## src/hw/rtl/tbah_pkg.sv

```systemverilog
// Shared constants and types for the time bucket average history block.
`timescale 1ns / 1ps

package tbah_pkg;

  localparam int Depth = 512;
  localparam int AddrW = $clog2(Depth);
  localparam int CountW = $clog2(Depth + 1);
  localparam logic [16:0] BucketReset = 17'd300;
  localparam logic [16:0] CountMax = 17'd131071;

  // Request kinds
  localparam logic ReqSample = 1'b0;
  localparam logic ReqRead = 1'b1;

  // Divider width: widest dividend (gas sum, 41 bits)
  localparam int DivW = 41;

  typedef struct packed {
    logic start;
    logic [DivW-1:0] dividend;
    logic [16:0] divisor;
  } div_req_t;

  typedef struct packed {
    logic done;
    logic [DivW-1:0] quotient;
    logic [16:0] remainder;
  } div_rsp_t;

endpackage

```

## src/hw/rtl/tbah_div.sv

```systemverilog
// Shared restoring divider, one quotient bit per cycle.
`timescale 1ns / 1ps

module tbah_div
  import tbah_pkg::*;
(
  input  logic     clk,
  input  logic     rst,
  input  div_req_t req,
  output div_rsp_t rsp
);

  localparam int StepW = $clog2(DivW + 1);

  logic [DivW-1:0] quo;
  logic [17:0] rem;
  logic [16:0] dsr;
  logic [StepW-1:0] steps;
  logic busy;
  logic done;
  logic [17:0] trial;
  logic [18:0] diff;

  // Shift in the next dividend bit and try a subtract
  always_comb begin
    trial = {rem[16:0], quo[DivW-1]};
    diff = {1'b0, trial} - {2'b00, dsr};
  end

  always_ff @(posedge clk) begin
    if (rst) begin
      busy <= 1'b0;
      done <= 1'b0;
      steps <= '0;
    end else begin
      done <= 1'b0;
      if (req.start) begin
        busy <= 1'b1;
        quo <= req.dividend;
        dsr <= req.divisor;
        rem <= '0;
        steps <= StepW'(DivW);
      end else if (busy) begin
        if (diff[18]) begin
          rem <= trial;
          quo <= {quo[DivW-2:0], 1'b0};
        end else begin
          rem <= diff[17:0];
          quo <= {quo[DivW-2:0], 1'b1};
        end
        steps <= steps - 1'b1;
        if (steps == StepW'(1)) begin
          busy <= 1'b0;
          done <= 1'b1;
        end
      end
    end
  end

  assign rsp.done = done;
  assign rsp.quotient = quo;
  assign rsp.remainder = rem[16:0];

endmodule

```

## config.mk

```make
export PLATFORM = sky130hd
export DESIGN_NAME = tbah_div
export DESIGN_NICKNAME = d
export VERILOG_FILES = /design/src/hw/rtl/tbah_pkg.sv /design/src/hw/rtl/tbah_div.sv
export SDC_FILE = /design/constraint.sdc
export NUM_CORES = 1
export LEC_CHECK = 0
export ABC_AREA = 0
export BUFFER_PORTS_ARGS = -buffer_cell sky130_fd_sc_hd__buf_2
export CAP_MARGIN = 20
export CORE_MARGIN = 3
export CORE_UTILIZATION = 43
export CTS_CLUSTER_DIAMETER = 200
export DETAILED_ROUTE_END_ITERATION = 12
export PLACE_DENSITY = 0.7
export SETUP_SLACK_MARGIN = 0.2
export SYNTH_ARGS = -nofsm -noshare
export SYNTH_HDL_FRONTEND = slang
export SYNTH_SLANG_ARGS = --single-unit
```

## constraint.sdc

```tcl
create_clock -name clk -period 12.5 [get_ports clk]
set_input_delay 2.5 -clock clk [delete_from_list [all_inputs] [get_ports clk]]
set_output_delay 2.5 -clock clk [all_outputs]
set_load 0.005 [all_outputs]
```

==> results.ini <==
[logic_synthesis]
netlist_instances = 336
async_reset_ff_share_pct = 0
synth_ff_type = edfxtp_1
netlist.area_leader.share_pct = 52.7
synth_area_um2 = 4280
yosysWarningCount = 0
synthesis.nets = 417
ys_top_cells_by_area = edfxtp_1 53%, mux2_2 11%, ha_1 5.6%
synth_sequential_area_ratio_pct = 56.4
synth_edf_count = 75
ys_ff_latch = 83
avgSynthCellArea_um2 = 12.7
synth_area_leader_cell = edfxtp_1
synth.distinct_cells = 49

[layout]
final_cell_mix = 119 x buf_2, 75 x edfxtp_1, 41 x mux2_2, 25 x nor2_1, 24 x inv_1
antennaDiodeCount = 0
nets = 538
final_cell_area_um2 = 5200
layout.area.seq_um2 = 2410
multi_input_area_um2 = 1710
layout-drive-gt1-share_pct = 41.1
final.fill_count = 867
area_growth_pct = 21.7
final_common_cell = buf_2

[critical_path]
startpoint_type = input pin
crit_fanout = 59
critPathBufInv = 4
crit_slowest_cell = nor2_1
worstSetupPathType = input pin to flop
cp_cell_sequence = buf_2, buf_4, inv_1, nor2_1, buf_4
worstPathRequired_ns = 12.56
max_stage_delay_ns = 0.61
worstPathArrival_ns = 4.48
crit_top_cell = buf_4
cpLargestDelayFamily = buffers and inverters
cp-startpoint = req[58]
crit_path_end_kind = flop
worstReg2RegStart = quo[40]

[floorplanning]
die_w_um = 106
die_y_um = 106
start_util_pct = 45.2
core_area_um2 = 9460
io_pins = 120
die-area_um2 = 11200
row_count = 35

[clocking]
holdBufCountCts = 0
cts_buffers = 9
clock_sinks = 83
cts-resized-gates = 0
clockBufferDepth = 2
htree_levels = 3
clock_latency_ns = 0.36
path_clk_slew_ns = 0.09
cts_tree = yes
cts_setup_buffers = 0
root_buffer = clkbuf_8

[global_routing]
antenna_found_initial = 0
grt-ovfl-total = 0
grt_pass1_vias = 3129
grt_max_degree = 60
grt_usage_pct = 17.3
grt_pass1_wl_um = 15200

[route]
wl_met1_um = 4220
wire_per_inst_um = 16.0
drtIter0Drc = 131
dr.pass1.iters = 5
antenna_left = 0
via_per_inst = 5.21
met2_length_um = 4270
dr_wl_met3_um = 864
vias = 3080
wl_um = 9470
routed.top_layer = met4
drcViolationCount = 0

[power_and_ir_drop]
p_leak_uw = 0.00219
ir_drop_v = 0.0000778
p_per_area_nw_per_um2 = 135

[placement]
gp_congestion = 0.819
port_buffers = 119
placed_cell_area_um2 = 4990
hpwl_um = 6890

[sta]
setup-violations-final = 0
period_minus_slack_ns = 4.43
hold_viol = 0
rsz0062_at_grt = no
fmax_mhz = 226
period_share_pct = 35.4
tightest_slew_ns = 0.839
setup_tns_ns = 0
final.setup_skew_ns = 0.00840
max-slew-margin-rel_pct = 43.8
slew_violations = 0

[hold_path]
hold_class = flop to flop
min_from = steps[1]

[run_status]
status = complete, no violations

[job]
cap_violations = 0

## cells by family after synthesis
| family | Yosys count | synth area share (%) |
|---|---|---|
| flops | 83 | 56.4 |
| simple gates | 68 | 7.40 |
| compound gates | 64 | 10.5 |
| mux | 50 | 12.9 |
| buf+inv | 36 | 3.72 |
| fa+ha+maj | 20 | 6.03 |
| xor+xnor | 15 | 3.07 |
## cell type report
class                      instances  share of cell area, %
timing repair buffer             122                   11.9
inverter                          24                   1.73
multi-input combinational        217                   32.9
clock buffer                      10                   2.64
clock inverter                     6                   1.39
tap                              129                   3.10
sequential                        83                   46.3
## per-stage QoR
stage | setup slack [ns] | util (%) | hold slack, ns | instances | power (uW)
floorplan | 6.52 | - | 0.469 | 336 | 456
global placement | 7.74 | 52.8 | 0.490 | 575 | 499
detailed placement | 7.68 | 52.8 | 0.528 | 575 | 503
CTS | 8.06 | 55.0 | 0.542 | 591 | 707
global route | 7.89 | 55.0 | 0.565 | 591 | 740
finish | 8.07 | 55.0 | 0.532 | 591 | 701
## final timing paths
kind	endpoint	slack (ns)	depth (start not counted)
setup / recovery	dsr[2]	8.07	5
hold / removal	steps[1]	0.53	2
setup reg to reg	rem[1]	9.47	10
hold reg to reg	steps[1]	0.53	2
## state kept, by name (all words and copies together), names as in the netlist
name / count
rem: 17
steps: 6
dsr: 17
done: 1
busy: 1
quo: 41
## tightest hold or removal path: stages, from the launching register on
cell and delay, ns:
dfxtp_1 0.34, nor2_1 0.09, a2111oi_0 0.06
## per-layer routing
layer / up-vias / GRT usage (%)
met2: 125 / 26.6
met5: - / 0
met3: 8 / 7.23
met4: 0 / 5.55
li1: 1495 / -
met1: 1452 / 22.2
## power by group
part / total (uW) / switching, uW / internal, uW
Sequential: 343 / 13.1 / 330
Clock: 205 / 105 / 99.6
Combinational: 153 / 82.8 / 70.6
Total: 701 / 201 / 500
## synthesized netlist by cell type, types with 3 or more instances
| master | n |
|---|---|
| xor2_1 | 5 |
| o211ai_1 | 4 |
| ha_1 | 19 |
| nor2_1 | 26 |
| inv_1 | 24 |
| nand2b_1 | 3 |
| and3_1 | 3 |
| a211oi_1 | 4 |
| a21o_1 | 4 |
| a211oi_2 | 3 |
| mux2i_1 | 9 |
| buf_1 | 5 |
| dfxtp_1 | 8 |
| a21oi_1 | 20 |
| mux2_2 | 41 |
| nor2_2 | 3 |
| o21a_1 | 6 |
| edfxtp_1 | 75 |
| nand3_1 | 4 |
| nor3_1 | 6 |
| clkbuf_1 | 3 |
| o21ai_0 | 8 |
| nand2_1 | 15 |
| xnor2_1 | 10 |
Note: power is estimated with default switching activity, not from simulation.
